--- src/rtl/backlight_step_dimming_pulser_assert.svh ---
// Assertion macros used by the step dimming pulser controller RTL.
`ifndef BACKLIGHT_STEP_DIMMING_PULSER_ASSERT_SVH
`define BACKLIGHT_STEP_DIMMING_PULSER_ASSERT_SVH

// Same-cycle implication, checked outside reset.
`define BSDP_ASSERT_NOW(label, clk, rst_n, ante, cons) \
    label: assert property (@(posedge clk) disable iff (!rst_n) (ante) |-> (cons)) \
        else $error("bsdp assertion failed");

// Next-cycle implication, checked outside reset.
`define BSDP_ASSERT_NEXT(label, clk, rst_n, ante, cons) \
    label: assert property (@(posedge clk) disable iff (!rst_n) (ante) |=> (cons)) \
        else $error("bsdp assertion failed");

`endif

--- src/rtl/bsdp_pkg.sv ---
// Shared types and constants of the step dimming pulser.
`default_nettype none

package bsdp_pkg;

    localparam int unsigned LEVEL_W      = 5;
    localparam int unsigned TIME_W       = 10;
    localparam int unsigned REQ_W        = 8;
    localparam int unsigned CFG_IDX_W    = 3;
    localparam int unsigned MAX_LEVEL    = 17;
    localparam int unsigned ENABLE_LEVEL = 16;
    localparam int unsigned MAX_RESULTS  = 16;
    localparam int unsigned CNT_W        = $clog2(MAX_RESULTS + 1);

    localparam logic [LEVEL_W-1:0] LEVEL_RESET   = LEVEL_W'(6);
    localparam logic [TIME_W-1:0]  UP_LOW_RST    = TIME_W'(10);
    localparam logic [TIME_W-1:0]  UP_GAP_RST    = TIME_W'(3);
    localparam logic [TIME_W-1:0]  DOWN_LOW_RST  = TIME_W'(200);
    localparam logic [TIME_W-1:0]  DOWN_GAP_RST  = TIME_W'(30);
    localparam logic [TIME_W-1:0]  OFF_HOLD_RST  = TIME_W'(800);
    localparam logic [TIME_W-1:0]  EN_GAP_RST    = TIME_W'(5);

    // Pin action codes
    typedef enum logic [1:0] {
        ACT_LOW   = 2'd0,
        ACT_RAISE = 2'd1,
        ACT_UP    = 2'd2,
        ACT_DOWN  = 2'd3
    } t_action;

    // Configuration register indexes
    typedef enum logic [CFG_IDX_W-1:0] {
        CFG_UP_LOW   = 3'd0,
        CFG_UP_GAP   = 3'd1,
        CFG_DOWN_LOW = 3'd2,
        CFG_DOWN_GAP = 3'd3,
        CFG_OFF_HOLD = 3'd4,
        CFG_EN_GAP   = 3'd5
    } t_cfg_idx;

    // Controller to datapath commands
    typedef struct packed {
        logic load;   // take the request beat and plan the run
        logic issue;  // move the next action into the output register
    } t_cmd;

    // Datapath to controller status
    typedef struct packed {
        logic pending;  // at least one action is still to be issued
        logic last;     // the next action is the final one of the run
    } t_status;

endpackage

`default_nettype wire

--- src/rtl/backlight_step_dimming_pulser.sv ---
// Top level of the single-wire step dimming backlight pulser.
//
// Input channel: one beat is one brightness request (level_request,
// panel_powered), taken when i_in_valid is high and o_in_stall is low.
// Output channel: one beat is one pin action with its low and high times;
// last_action marks the final beat of a request. A request yields 0 to 16
// beats (an unchanged level after no raise yields none).
// Sequence: a taken request is first planned into the run registers, and
// the run then issues one beat per cycle from them into the output
// register while the receiver takes them; the next request is taken once
// the last beat has been issued, even while that beat still waits at the
// output register.
// Stall: while i_out_stall is high the output register holds its beat and
// the run pauses; no beat is lost or repeated.
// Reset (synchronous, active low): timing registers return to their reset
// values, the applied level to 6, and any run in flight is dropped.
// Configuration: writes on i_cfg_we take effect at once; write only while
// no request is in progress.
`default_nettype none

module backlight_step_dimming_pulser (
    input  wire                             i_clk,
    input  wire                             i_rst_n,
    input  wire                             i_cfg_we,
    input  wire [bsdp_pkg::CFG_IDX_W-1:0]   i_cfg_index,
    input  wire [bsdp_pkg::TIME_W-1:0]      i_cfg_data,
    input  wire                             i_in_valid,
    output logic                            o_in_stall,
    input  wire [bsdp_pkg::REQ_W-1:0]       i_level_request,
    input  wire                             i_panel_powered,
    output logic                            o_out_valid,
    input  wire                             i_out_stall,
    output logic [1:0]                      o_pin_action,
    output logic [bsdp_pkg::TIME_W-1:0]     o_low_time,
    output logic [bsdp_pkg::TIME_W-1:0]     o_high_time,
    output logic                            o_last_action
);
    import bsdp_pkg::*;

    t_cmd    cmd;
    t_status status;

    // Sequence the run
    bsdp_ctrl u_ctrl (
        .i_clk       (i_clk),
        .i_rst_n     (i_rst_n),
        .i_in_valid  (i_in_valid),
        .o_in_stall  (o_in_stall),
        .o_out_valid (o_out_valid),
        .i_out_stall (i_out_stall),
        .i_status    (status),
        .o_cmd       (cmd)
    );

    // Plan and produce the pin actions
    bsdp_datapath u_datapath (
        .i_clk           (i_clk),
        .i_rst_n         (i_rst_n),
        .i_cfg_we        (i_cfg_we),
        .i_cfg_index     (i_cfg_index),
        .i_cfg_data      (i_cfg_data),
        .i_level_request (i_level_request),
        .i_panel_powered (i_panel_powered),
        .i_cmd           (cmd),
        .o_status        (status),
        .o_pin_action    (o_pin_action),
        .o_low_time      (o_low_time),
        .o_high_time     (o_high_time),
        .o_last_action   (o_last_action)
    );

endmodule

`default_nettype wire

--- src/rtl/bsdp_ctrl.sv ---
// Controller: request handshake, run sequencing and output valid.
`default_nettype none

`include "backlight_step_dimming_pulser_assert.svh"

module bsdp_ctrl (
    input  wire                i_clk,
    input  wire                i_rst_n,
    input  wire                i_in_valid,
    output logic               o_in_stall,
    output logic               o_out_valid,
    input  wire                i_out_stall,
    input  bsdp_pkg::t_status  i_status,
    output bsdp_pkg::t_cmd     o_cmd
);
    import bsdp_pkg::*;

    typedef enum logic {
        ST_IDLE,
        ST_RUN
    } t_state;

    t_state r_state, n_state;
    logic   r_out_valid, n_out_valid;
    logic   slot_free;

    // Decode commands
    always_comb begin
        slot_free   = !r_out_valid || !i_out_stall;
        o_cmd.load  = (r_state == ST_IDLE) && i_in_valid;
        o_cmd.issue = (r_state == ST_RUN) && slot_free && i_status.pending;
    end

    // Advance the sequence and the output valid
    always_comb begin
        n_state     = r_state;
        n_out_valid = o_cmd.issue || (r_out_valid && i_out_stall);
        case (r_state)
            ST_IDLE: begin
                if (o_cmd.load) begin
                    n_state = ST_RUN;
                end
            end
            ST_RUN: begin
                if (!i_status.pending || (o_cmd.issue && i_status.last)) begin
                    n_state = ST_IDLE;
                end
            end
            default: n_state = ST_IDLE;
        endcase
    end

    always_ff @(posedge i_clk) begin
        if (!i_rst_n) begin
            r_state     <= ST_IDLE;
            r_out_valid <= 1'b0;
        end else begin
            r_state     <= n_state;
            r_out_valid <= n_out_valid;
        end
    end

    assign o_in_stall  = (r_state != ST_IDLE);
    assign o_out_valid = r_out_valid;

    `BSDP_ASSERT_NOW(a_issue_has_work, i_clk, i_rst_n, o_cmd.issue, i_status.pending)
    `BSDP_ASSERT_NOW(a_issue_has_slot, i_clk, i_rst_n, o_cmd.issue, slot_free)
    `BSDP_ASSERT_NEXT(a_last_ends_run, i_clk, i_rst_n, o_cmd.issue && i_status.last,
        r_state == ST_IDLE)
    `BSDP_ASSERT_NEXT(a_load_starts_run, i_clk, i_rst_n, o_cmd.load, r_state == ST_RUN)

endmodule

`default_nettype wire

--- src/rtl/bsdp_datapath.sv ---
// Datapath: timing registers, applied level, run planning and output register.
`default_nettype none

module bsdp_datapath (
    input  wire                              i_clk,
    input  wire                              i_rst_n,
    input  wire                              i_cfg_we,
    input  wire  [bsdp_pkg::CFG_IDX_W-1:0]   i_cfg_index,
    input  wire  [bsdp_pkg::TIME_W-1:0]      i_cfg_data,
    input  wire  [bsdp_pkg::REQ_W-1:0]       i_level_request,
    input  wire                              i_panel_powered,
    input  bsdp_pkg::t_cmd                   i_cmd,
    output bsdp_pkg::t_status                o_status,
    output logic [1:0]                       o_pin_action,
    output logic [bsdp_pkg::TIME_W-1:0]      o_low_time,
    output logic [bsdp_pkg::TIME_W-1:0]      o_high_time,
    output logic                             o_last_action
);
    import bsdp_pkg::*;

    // Timing registers
    logic [TIME_W-1:0] r_up_low, r_up_gap, r_down_low, r_down_gap, r_off_hold, r_en_gap;
    // Level state and run plan
    logic [LEVEL_W-1:0] r_level;
    logic               r_single;    // one hold-low action
    logic               r_off;       // hold-low uses the off time
    logic               r_raise;     // raise action still to go
    logic               r_up;        // step direction
    logic [CNT_W-1:0]   r_steps;     // step pulses still to go
    // Output register
    t_action            r_act;
    logic [TIME_W-1:0]  r_low, r_high;
    logic               r_last;

    logic [LEVEL_W-1:0] req_sat, cur_eff, diff, n_level_plan;
    logic [CNT_W-1:0]   room, cnt;
    logic               go_raise, go_up;

    // Plan the run for the request beat
    always_comb begin
        if (i_level_request > REQ_W'(MAX_LEVEL)) begin
            req_sat = LEVEL_W'(MAX_LEVEL);
        end else begin
            req_sat = i_level_request[LEVEL_W-1:0];
        end
        go_raise = (r_level == '0);
        cur_eff  = go_raise ? LEVEL_W'(ENABLE_LEVEL) : r_level;
        room     = go_raise ? CNT_W'(MAX_RESULTS - 1) : CNT_W'(MAX_RESULTS);
        go_up    = (req_sat > cur_eff);
        diff     = go_up ? (req_sat - cur_eff) : (cur_eff - req_sat);
        if (CNT_W'(diff) > room) begin
            cnt = room;
        end else begin
            cnt = CNT_W'(diff);
        end
        if (go_up) begin
            n_level_plan = cur_eff + LEVEL_W'(cnt);
        end else begin
            n_level_plan = cur_eff - LEVEL_W'(cnt);
        end
    end

    // Hold timing registers
    always_ff @(posedge i_clk) begin
        if (!i_rst_n) begin
            r_up_low   <= UP_LOW_RST;
            r_up_gap   <= UP_GAP_RST;
            r_down_low <= DOWN_LOW_RST;
            r_down_gap <= DOWN_GAP_RST;
            r_off_hold <= OFF_HOLD_RST;
            r_en_gap   <= EN_GAP_RST;
        end else if (i_cfg_we) begin
            case (i_cfg_index)
                CFG_UP_LOW:   r_up_low   <= i_cfg_data;
                CFG_UP_GAP:   r_up_gap   <= i_cfg_data;
                CFG_DOWN_LOW: r_down_low <= i_cfg_data;
                CFG_DOWN_GAP: r_down_gap <= i_cfg_data;
                CFG_OFF_HOLD: r_off_hold <= i_cfg_data;
                CFG_EN_GAP:   r_en_gap   <= i_cfg_data;
                default: ;
            endcase
        end
    end

    // Load the plan, then drain it one action per issue
    always_ff @(posedge i_clk) begin
        if (!i_rst_n) begin
            r_level  <= LEVEL_RESET;
            r_single <= 1'b0;
            r_off    <= 1'b0;
            r_raise  <= 1'b0;
            r_up     <= 1'b0;
            r_steps  <= '0;
        end else if (i_cmd.load) begin
            r_up <= go_up;
            if (!i_panel_powered) begin
                r_single <= 1'b1;
                r_off    <= 1'b0;
                r_raise  <= 1'b0;
                r_steps  <= '0;
            end else if (req_sat == '0) begin
                r_single <= 1'b1;
                r_off    <= 1'b1;
                r_raise  <= 1'b0;
                r_steps  <= '0;
                r_level  <= '0;
            end else begin
                r_single <= 1'b0;
                r_off    <= 1'b0;
                r_raise  <= go_raise;
                r_steps  <= cnt;
                r_level  <= n_level_plan;
            end
        end else if (i_cmd.issue) begin
            if (r_single) begin
                r_single <= 1'b0;
            end else if (r_raise) begin
                r_raise <= 1'b0;
            end else begin
                r_steps <= r_steps - CNT_W'(1);
            end
        end
    end

    // Fill the output register on issue
    always_ff @(posedge i_clk) begin
        if (i_cmd.issue) begin
            if (r_single) begin
                r_act  <= ACT_LOW;
                r_low  <= r_off ? r_off_hold : '0;
                r_high <= '0;
                r_last <= 1'b1;
            end else if (r_raise) begin
                r_act  <= ACT_RAISE;
                r_low  <= '0;
                r_high <= r_en_gap;
                r_last <= (r_steps == '0);
            end else if (r_up) begin
                r_act  <= ACT_UP;
                r_low  <= r_up_low;
                r_high <= r_up_gap;
                r_last <= (r_steps == CNT_W'(1));
            end else begin
                r_act  <= ACT_DOWN;
                r_low  <= r_down_low;
                r_high <= r_down_gap;
                r_last <= (r_steps == CNT_W'(1));
            end
        end
    end

    // Report run progress
    always_comb begin
        o_status.pending = r_single || r_raise || (r_steps != '0);
        o_status.last    = r_single || (r_raise && (r_steps == '0))
                        || (!r_raise && (r_steps == CNT_W'(1)));
    end

    assign o_pin_action  = r_act;
    assign o_low_time    = r_low;
    assign o_high_time   = r_high;
    assign o_last_action = r_last;

endmodule

`default_nettype wire
--- config.mk ---
export PLATFORM = sky130hd
export DESIGN_NAME = backlight_step_dimming_pulser
export DESIGN_NICKNAME = d
export VERILOG_FILES = /design/src/rtl/bsdp_pkg.sv /design/src/rtl/backlight_step_dimming_pulser.sv /design/src/rtl/bsdp_ctrl.sv /design/src/rtl/bsdp_datapath.sv
export VERILOG_INCLUDE_DIRS = /design/src /design/src/rtl
export SDC_FILE = /design/constraint.sdc
export NUM_CORES = 1
export LEC_CHECK = 0
export ABC_AREA = 1
export ABC_CLOCK_PERIOD_IN_PS = 6000
export BUFFER_PORTS_ARGS = -buffer_cell sky130_fd_sc_hd__buf_2
export CAP_MARGIN = 20
export CORE_MARGIN = 4
export CORE_UTILIZATION = 40
export CTS_CLUSTER_DIAMETER = 100
export CTS_CLUSTER_SIZE = 25
export DETAILED_ROUTE_END_ITERATION = 6
export PLACE_DENSITY = 0.64
export SLEW_MARGIN = 20
export SYNTH_ARGS = -nofsm -noshare
export SYNTH_HDL_FRONTEND = slang
export SYNTH_SLANG_ARGS = --single-unit
--- constraint.sdc ---
create_clock -name i_clk -period 6 [get_ports i_clk]
set_input_delay 0.9 -clock i_clk [delete_from_list [all_inputs] [get_ports i_clk]]
set_output_delay 0.9 -clock i_clk [all_outputs]
set_load 0.02 [all_outputs]
Word-level counts from Yosys, hierarchy flattened
Index checks and enable logic that the tools add are counted.

Add/sub/neg operators: 5. Equal/unequal tests: 8. Bitwise gates (word level): 1. Muxes and demuxes: 35. Reductions and logical operators: 34. Magnitude comparators: 3.

Operators with widths (count): 2-to-1 mux 5 bit (13); 2-to-1 mux 10 bit (6); AND reduction 2 bit (8); zero test 5 bit (3); 2-to-1 mux 1 bit (15); subtractor 5 bit (3); > comparator 5 bit (2); > comparator 8 x 5 -> 1 bit (second input constant) (1); logical AND 1 bit (7); logical OR 1 bit (7); == test 3 x 2 -> 1 bit (second input constant) (2); == test 3 bit (second input constant) (2); adder 5 bit (1); == test 5 x 1 -> 1 bit (second input constant) (1); nonzero test 5 bit (1); subtractor 5 x 1 -> 5 bit (second input constant) (1); zero test 1 bit (4); != test 2 bit (second input constant) (2); == test 3 x 1 -> 1 bit (second input constant) (1); zero test 3 bit (1); AND reduction 3 bit (1); one-hot mux 1 bit (2 select lines) (1); nonzero test 2 bit (1); OR reduction 2 bit (1); NOT 1 bit (1).

Bits of input ports: 27. Register bits: 99. Output and inout port bits: 25. Logic and storage cells: 105.

Depth between registers and ports, before layout
Gate-level depths: netlist of the first run.

Depth in word-level cells: 9. Mapped depth: 42. Mapped depth without buffers: 40.

Hierarchy
From an unflattened synthesis of the first run, not the netlist that was laid out.

Cell total of the unflattened synthesis: 661. Area total of the unflattened synthesis: 4983.5 um2.

Modules (own cells, without submodules): bsdp_datapath (times used 1, cells each 647, area an instance 4888.4 um2, seq. area each 2172.1 um2); bsdp_ctrl (times used 1, cells each 14, area an instance 95.1 um2, seq. area each 40.0 um2).

Worst setup path after synthesis of the first run
Ideal clock, no wire load.

Kind: in2reg. From: in i_level_request[7] (netlist bit). To: reg u_datapath.r_level[4]. Cell stages on the path: 39. Data arrival time: 5.336 ns. Buffers on the path: 2. Data required time: 5.931 ns. Library setup time: 0.069 ns. Slack: 0.595 ns. Cells stage by stage: nor2_4 > nand2_1 > a21oi_1 > nand2_1 > ha_1 > buf_6 > nand2_2 > nor2_1 > nor3_4 > nand2_1 > nand2_1 > nand2_2 > nand2_2 > buf_6 > inv_2 > nand2_1 > nand2_1 > inv_1 > [... 3 more ...] > inv_1 > o21ai_1 > inv_1 > a21oi_1 > o21ai_2 > ha_1 > o21ai_0 > fa_1 > nand2_1 > nand2_1 > a21oi_1 > xnor2_1 > inv_1 > nand3_1 > nand2_1 > nand2_1 > nand3_1 > a21oi_2.

Longest elaborated chain between the ends: 9. Elaborated cells on any way between the ends: 13. Those cells by class: add/sub (4); order compare (3); mux (5); reduce/logical (1).

Ends and longest elaborated chain: from (decl) (line backlight_step_dimming_pulser.sv:29) `input wire [bsdp_pkg::REQ_W-1:0] i_level_request,`; > comparator 8 x 5 -> 1 bit (*) (line bsdp_datapath.sv:41) `if (i_level_request > REQ_W'(MAX_LEVEL)) begin`; 2-to-1 mux 5 bit (*) (line bsdp_datapath.sv:41); subtractor 5 bit or > comparator 5 bit (tied branches) (line bsdp_datapath.sv:50, bsdp_datapath.sv:49); 2-to-1 mux 5 bit (line bsdp_datapath.sv:50) `diff = go_up ? (req_sat - cur_eff) : (cur_eff - req_sat);`; > comparator 5 bit (line bsdp_datapath.sv:51) `if (CNT_W'(diff) > room) begin`; 2-to-1 mux 5 bit (line bsdp_datapath.sv:51); subtractor 5 bit or adder 5 bit (tied branches) (line bsdp_datapath.sv:59, bsdp_datapath.sv:57); 2-to-1 mux 5 bit (line bsdp_datapath.sv:56) `if (go_up) begin`; 2-to-1 mux 5 bit (*) (line bsdp_datapath.sv:101) `end else if (req_sat == '0) begin`; to (signal assigned) (line bsdp_datapath.sv:112) `r_level <= n_level_plan;`; to (decl) (line bsdp_datapath.sv:24) `logic [LEVEL_W-1:0] r_level;`.

Mark *: on every way between the ends. The rest lies on a longest branch, timed or not. A chain may end at the register's enable or synchronous reset.

Final worst setup path of the first run
Ends and elaborated chain as after synthesis.

==> results of run 1 <==
==> what timing repair did <==
item	in CTS	in global routing
setup endpoints to repair	0	2
gates resized for setup	0	11
setup buffers	0	0
endpoints found under the hold margin	0	0
==> cell usage in the layout (no fill, tap or decap), types with 9 or more instances in the layout <==
master and count:
edfxtp_1 23, inv_1 47, nand2_1 93, a21oi_1 18, ha_1 19, nor2_1 133, o21ai_0 93, clkbuf_16 9
dfxtp_1 76, buf_2 51, nand3_1 50
==> layout make-up <==
cell class / instances / area (um2) / share of cell area [%]
clock buffers: 10 / 229.0 / 4.087
repair buffers: 53 / 270.3 / 4.824
flip-flops and latches: 99 / 2212 / 39.48
multi-input cells: 466 / 2424 / 43.26
well taps: 168 / 210.2 / 3.752
inverters: 58 / 217.7 / 3.886
clock inverters: 6 / 40.04 / 0.7146
==> flip-flops by register name, summed over array words and instances, names as in the netlist <==
register / cells
u_datapath.r_down_gap: 10
u_datapath.r_off: 1
u_ctrl.o_in_stall: 1
u_datapath.r_steps: 5
u_datapath.r_up: 1
u_datapath.r_level: 5
u_datapath.o_pin_action: 2
u_datapath.r_down_low: 10
u_datapath.r_en_gap: 10
u_datapath.o_low_time: 10
u_datapath.r_up_gap: 10
u_datapath.r_single: 1
u_datapath.o_last_action: 1
u_datapath.r_up_low: 10
u_datapath.r_raise: 1
u_datapath.o_high_time: 10
u_ctrl.o_out_valid: 1
u_datapath.r_off_hold: 10
==> path summary, 6_finish.rpt <==
| check | from | endpoint | slack [ns] | cells past startpoint |
|---|---|---|---|---|
| worst max register to register | u_datapath.r_level[1]$_SDFFE_PN1P_ | u_datapath.r_level[4]$_SDFFE_PN0P_ | 0.67 | 35 |
| worst max-delay path | i_level_request[7] | u_datapath.r_level[4]$_SDFFE_PN0P_ | 0.53 | 40 |
| worst min-delay path | u_datapath.r_down_gap[4]$_SDFFE_PN1P_ | u_datapath.r_down_gap[4]$_SDFFE_PN1P_ | 0.46 | 2 |
| worst min register to register | u_datapath.r_down_gap[4]$_SDFFE_PN1P_ | u_datapath.r_down_gap[4]$_SDFFE_PN1P_ | 0.46 | 2 |
==> worst max-delay path: cells and delay by family <==
| family | cells | cell delay, ns |
|---|---|---|
| AND/OR/NAND/NOR | 21 | 1.78 |
| adder cells (fa/ha/maj) | 4 | 1.18 |
| AO/OA/AOI/OAI | 7 | 1.10 |
| buffers and inverters | 6 | 0.45 |
| XOR/XNOR | 2 | 0.34 |
==> power by group through the flow <==
| stage | clock network (mW) | logic [mW] | registers, mW |
|---|---|---|---|
| 3_5_place_dp | 0 | 1.07 | 0.807 |
| 5_1_grt | 0.567 | 1.27 | 0.800 |
| 6_report | 0.528 | 1.11 | 0.793 |
| 4_1_cts | 0.536 | 1.07 | 0.792 |
| 2_1_floorplan | 0 | 0.842 | 0.814 |
| 3_3_place_gp | 0 | 1.04 | 0.804 |
==> kinds of logic after synthesis <==
family                   count (synthesis)  synth area share, %
AND/OR/NAND/NOR                        305                26.67
AO/OA/AOI/OAI                          129                13.65
XOR/XNOR                                 9                1.598
buffers and inverters                   87                6.927
adder cells (fa/ha/maj)                 23                6.293
flip-flops                              99                44.86
==> routing by layer <==
| layer | share of wire [%] | track usage (%) | vias up |
|---|---|---|---|
| met5 | 0 | 0 | - |
| met4 | 0.94 | 4.417 | 0 |
| met3 | 5.7 | 3.371 | 8 |
| met2 | 47 | 28.97 | 131 |
| met1 | 46 | 24.24 | 2060 |
| li1 | - | - | 2211 |
==> cell usage after synthesis <==
cell / instances / area (um2)
nor3_1: 3 / 15.01
a21oi_1: 18 / 90.09
clkinv_1: 7 / 26.28
nand4_2: 1 / 12.51
nor3_4: 1 / 16.27
inv_1: 47 / 176.4
o21ai_0: 94 / 470.5
nor2_4: 2 / 22.52
fa_1: 3 / 60.06
a211oi_1: 1 / 7.510
o211ai_1: 3 / 22.52
clkbuf_1: 27 / 101.4
nor2_2: 1 / 6.260
nand3_1: 51 / 255.2
nand2_2: 8 / 50.05
nor2_1: 136 / 510.5
nand2_4: 1 / 11.26
o21ai_2: 1 / 8.760
o22ai_1: 2 / 12.51
dfxtp_1: 76 / 1521
nor4_1: 1 / 6.260
nand2_1: 93 / 349.1
nand4_1: 3 / 18.77
edfxtp_1: 23 / 690.7
ha_1: 20 / 250.2
or2_2: 1 / 6.260
xor2_1: 4 / 35.03
inv_2: 4 / 15.01
xnor2_1: 5 / 43.79
o21ai_1: 3 / 15.01
nand3_2: 1 / 10.01
nand3b_1: 1 / 7.510
buf_6: 2 / 22.52
a21oi_2: 1 / 8.760
nand3_4: 1 / 17.52
a31oi_1: 6 / 37.54
==> summary.md, run 1 <==
| Metric | Value |
|---|---|
| Tot Pwr | `2.432 mW` |
| Initial drt markers | `427` |
| Seq cells post-synth | `99` |
| Synth Area per Inst | `7.563 um2` |
| CP max stage delay | `0.34 ns` |
| Setup_tns | `0 ns` |
| Data required, critical path | `6.26 ns` |
| CP arrival | `5.73 ns` |
| Vias in the first global route | `4239` |
| Rows | `40` |
| Gpl congestion | `0.8246` |
| DRC Markers | `0` |
| Initial antenna violation count | `0` |
| Worst-skew pair later-pin latency | `0.34 ns` |
| Vias after detailed routing | `4410` |
| Final instance area | `0.005603 mm2` |
| H-tree depth | `3` |
| Synth Instances | `652` |
| Pins over their slew limit | `0` |
| WL final | `12490 um` |
| Status | `finished clean` |
| Final setup margin | `0.5257 ns` |
| Detailed Routing Iterations Pass 1 | `5` |
| Comb power frac | `45.7%` |
| Mapped Nets | `702` |
| Final antenna diode count | `0` |
| Worst Skew | `0.009357 ns` |
| Drt wl/cell | `14.53 um` |
| # IOs | `52` |
| Leakage | `2.498 nW` |
| Synth cell types | `36` |
| Hold Crit Class | `reg2reg` |
| Hold Slack | `0.4584 ns` |
| Pwr/cell area | `434.0 mW/mm2` |
| Period Utilization, post-route | `91.24%` |
| Global route overflow | `0` |
| Die Wd | `119.0 um` |
| Sw power | `0.9711 mW` |
| Area Growth Syn to Fin | `13.63%` |
| Switching Share | `39.94%` |
| Pre-CTS setup slack | `-0.1182 ns` |
| Worst-Margin Slew | `0.9685 ns` |
| Fill count | `1190` |
| Critical path type | `in2reg` |
| Non-Filler Instances | `860` |
| CTS Buffer Depth | `2` |
| Slowest CP cell | `ha_4` |
| Die area | `0.01417 mm2` |
| Critical Path Fanout Max | `11` |
| Peak Freq | `0.1827 GHz` |
| Largest net degree at the start of global routing | `68` |
| DP Cell Count | `844` |
| Vias/cell | `5.128` |
| CTS tree | `yes` |
| Final setup vio count | `0` |
| Final #Nets | `737` |
| Core area | `0.01206 mm2` |
| First-pass GRT wire length | `20620 um` |
| Post-synthesis cell area | `0.004931 mm2` |
| Max-cap viol count | `0` |
| Clk root buf | `clkbuf_16` |
| Worst vdd ir | `262.9 uV` |
| All-Layer GR Usage | `17.74%` |
| DP HPWL | `8510 um` |
| Initial core utilization | `40.88%` |
| # port buffers | `51` |
| Sequential fraction of design power | `32.6%` |
| Util after Layout | `46.45%` |
| Most frequent CP cell | `nand2_1` |
| Hold-fix buffers, CTS | `0` |
| Clk sinks | `99` |
| CTS clk-pin slew, worst paths | `0.07 ns` |
| Crit end category | `register` |
| Max_slew headroom | `35.36%` |
| Yosys warning count | `0` |
| Startpoint types | `input pin` |
| Clock share of power | `21.7%` |
| Sequential share of the synthesized area | `44.86%` |
| P_int | `1.461 mW` |
| Final min period | `5.474 ns` |
| Die extent in y | `119.0 um` |
| Dpl cell area | `0.005288 mm2` |
| Final hold vios | `0` |
| TritonCTS buffer count | `9` |
| Layout cells sized above 1 | `14.16%` |
| Detail Route Antenna Nets | `0` |
Note: power is estimated with default switching activity, not from simulation.
==> inputs of run 2 (changes only) <==
- CORE_UTILIZATION: 40 -> 35
- PLACE_DENSITY: 0.64 -> 0.58
==> run 2 against run 1 <==
Compared with the run above: power increased by 0.19%; clock power increased by 6.4%; routed wire length increased by 1.0%; global-route usage decreased by 2.2 points; design area increased by 0.56%; via count decreased by 0.11%; combinational power about the same; first-iteration DRC count decreased by 23%; register-to-register slack improved by 0.05 ns; setup slack improved by 0.054 ns; largest power group unchanged; utilization decreased by 5.7 points.
==> summary.md, run 2 (synthesized netlist as in run 1, its figures left out) <==
| Metric | Value |
|---|---|
| Vias in the first global route | `4046` |
| CP max stage delay | `0.44 ns` |
| Final instance area | `0.005634 mm2` |
| Vias/cell | `5.046` |
| CTS tree | `yes` |
| DP HPWL | `8777 um` |
| Worst vdd ir | `264.1 uV` |
| Most frequent CP cell | `nand2_1` |
| Status | `finished clean` |
| Leakage | `2.515 nW` |
| Final antenna diode count | `0` |
| Drt wl/cell | `14.46 um` |
| Die Wd | `126.7 um` |
| Critical path type | `in2reg` |
| Max_slew headroom | `23.97%` |
| Worst-skew pair later-pin latency | `0.34 ns` |
| Global route overflow | `0` |
| Final min period | `5.420 ns` |
| Util after Layout | `40.75%` |
| Layout cells sized above 1 | `14.14%` |
| Pins over their slew limit | `0` |
| Final hold vios | `0` |
| Initial drt markers | `329` |
| Hold Crit Class | `reg2reg` |
| Initial core utilization | `35.66%` |
| WL final | `12630 um` |
| Final setup vio count | `0` |
| Initial antenna violation count | `0` |
| Worst-Margin Slew | `1.140 ns` |
| Crit end category | `register` |
| Critical Path Fanout Max | `11` |
| Commonest non-fill, non-tap cells in the layout | `nor2_1 (134), o21ai_0 (94), nand2_1 (93)` |
| Hold Slack | `0.4637 ns` |
| Pre-CTS setup slack | `0.002462 ns` |
| All-Layer GR Usage | `15.49%` |
| WP buf/inv | `6` |
| Area Growth Syn to Fin | `14.26%` |
| CP arrival | `5.69 ns` |
| First-pass GRT wire length | `20230 um` |
| Dpl cell area | `0.005310 mm2` |
| Vias after detailed routing | `4405` |
| Slowest CP cell | `fa_1` |
| Pwr/cell area | `432.4 mW/mm2` |
| Gpl congestion | `0.8520` |
| Data required, critical path | `6.27 ns` |
| H-tree depth | `3` |
| Fill count | `1404` |
| Peak Freq | `0.1845 GHz` |
| Final setup margin | `0.5802 ns` |
| Rows | `43` |
| Die extent in y | `126.7 um` |
| Clk root buf | `clkbuf_16` |
| Hold-fix buffers, CTS | `0` |
| Worst Skew | `0.01116 ns` |
| CTS Buffer Depth | `2` |
| Startpoint types | `input pin` |
| # IOs | `52` |
| Detailed Routing Iterations Pass 1 | `5` |
| DRC Markers | `0` |
| Die area | `0.01605 mm2` |
| Max-cap viol count | `0` |
| CTS clk-pin slew, worst paths | `0.07 ns` |
| Detail Route Antenna Nets | `0` |
| TritonCTS buffer count | `9` |
| Core area | `0.01383 mm2` |
| CP top delay family | `simple AND/OR/NAND/NOR gates` |
| Setup_tns | `0 ns` |
| Most common cell after layout, fill and taps aside | `nor2_1` |
| Clk sinks | `99` |
| Period Utilization, post-route | `90.33%` |
| Final #Nets | `738` |
| Unrepaired setup endpoints after global routing | `false` |
| Largest net degree at the start of global routing | `68` |
| # port buffers | `51` |
[run 2: metrics by stage]
stage	power, mW	std cells
after floorplan	1.656	652
after global routing	2.656	873
after detailed placement	1.867	857
after global placement	1.851	857
final	2.436	873
after CTS	2.430	873
[run 2: tightest hold or removal path, cell delays in order (launching register included)]
cell     delay, ns
dfxtp_1       0.33
nand2_1       0.05
nand3_1       0.05
[run 2: area by class of cell]
type | instances | area [um2] | share of cell area, %
clock buffers | 9 | 225.2 | 3.997
clock inverters | 7 | 67.56 | 1.199
inverters | 58 | 217.7 | 3.864
multi-input cells | 466 | 2409 | 42.75
flip-flops and latches | 99 | 2212 | 39.26
well taps | 180 | 225.2 | 3.997
repair buffers | 54 | 277.8 | 4.930
[run 2: timing repair]
| action | CTS | global route |
|---|---|---|
| gates resized for setup | 0 | 7 |
| endpoints found under the hold margin | 0 | 0 |
| buffers inserted | 0 | 0 |
| setup endpoints to repair | 0 | 1 |
[run 2: final timing paths]
path                                       startpoint                                   to  slack, ns  depth (start not counted)
setup / recovery                   i_level_request[7]   u_datapath.r_level[4]$_SDFFE_PN0P_       0.58                         37
hold / removal    u_datapath.r_up_low[3]$_SDFFE_PN1P_  u_datapath.r_up_low[3]$_SDFFE_PN1P_       0.46                          2
setup reg to reg   u_datapath.r_level[1]$_SDFFE_PN1P_   u_datapath.r_level[4]$_SDFFE_PN0P_       0.72                         33
hold reg to reg   u_datapath.r_up_low[3]$_SDFFE_PN1P_  u_datapath.r_up_low[3]$_SDFFE_PN1P_       0.46                          2
[run 2: power by group]
group	switching [mW]	leakage, nW	total (mW)	internal (mW)
Combinational	0.659	1.54	1.08	0.423
Clock	0.270	0.145	0.562	0.292
Sequential	0.0451	0.834	0.793	0.748
[run 2: per-layer routing]
layer,track usage [%],share of wire (%)
met1,21.53,47
met2,24.91,46
met3,2.611,5.3
met4,4.416,1.4
met5,0,0
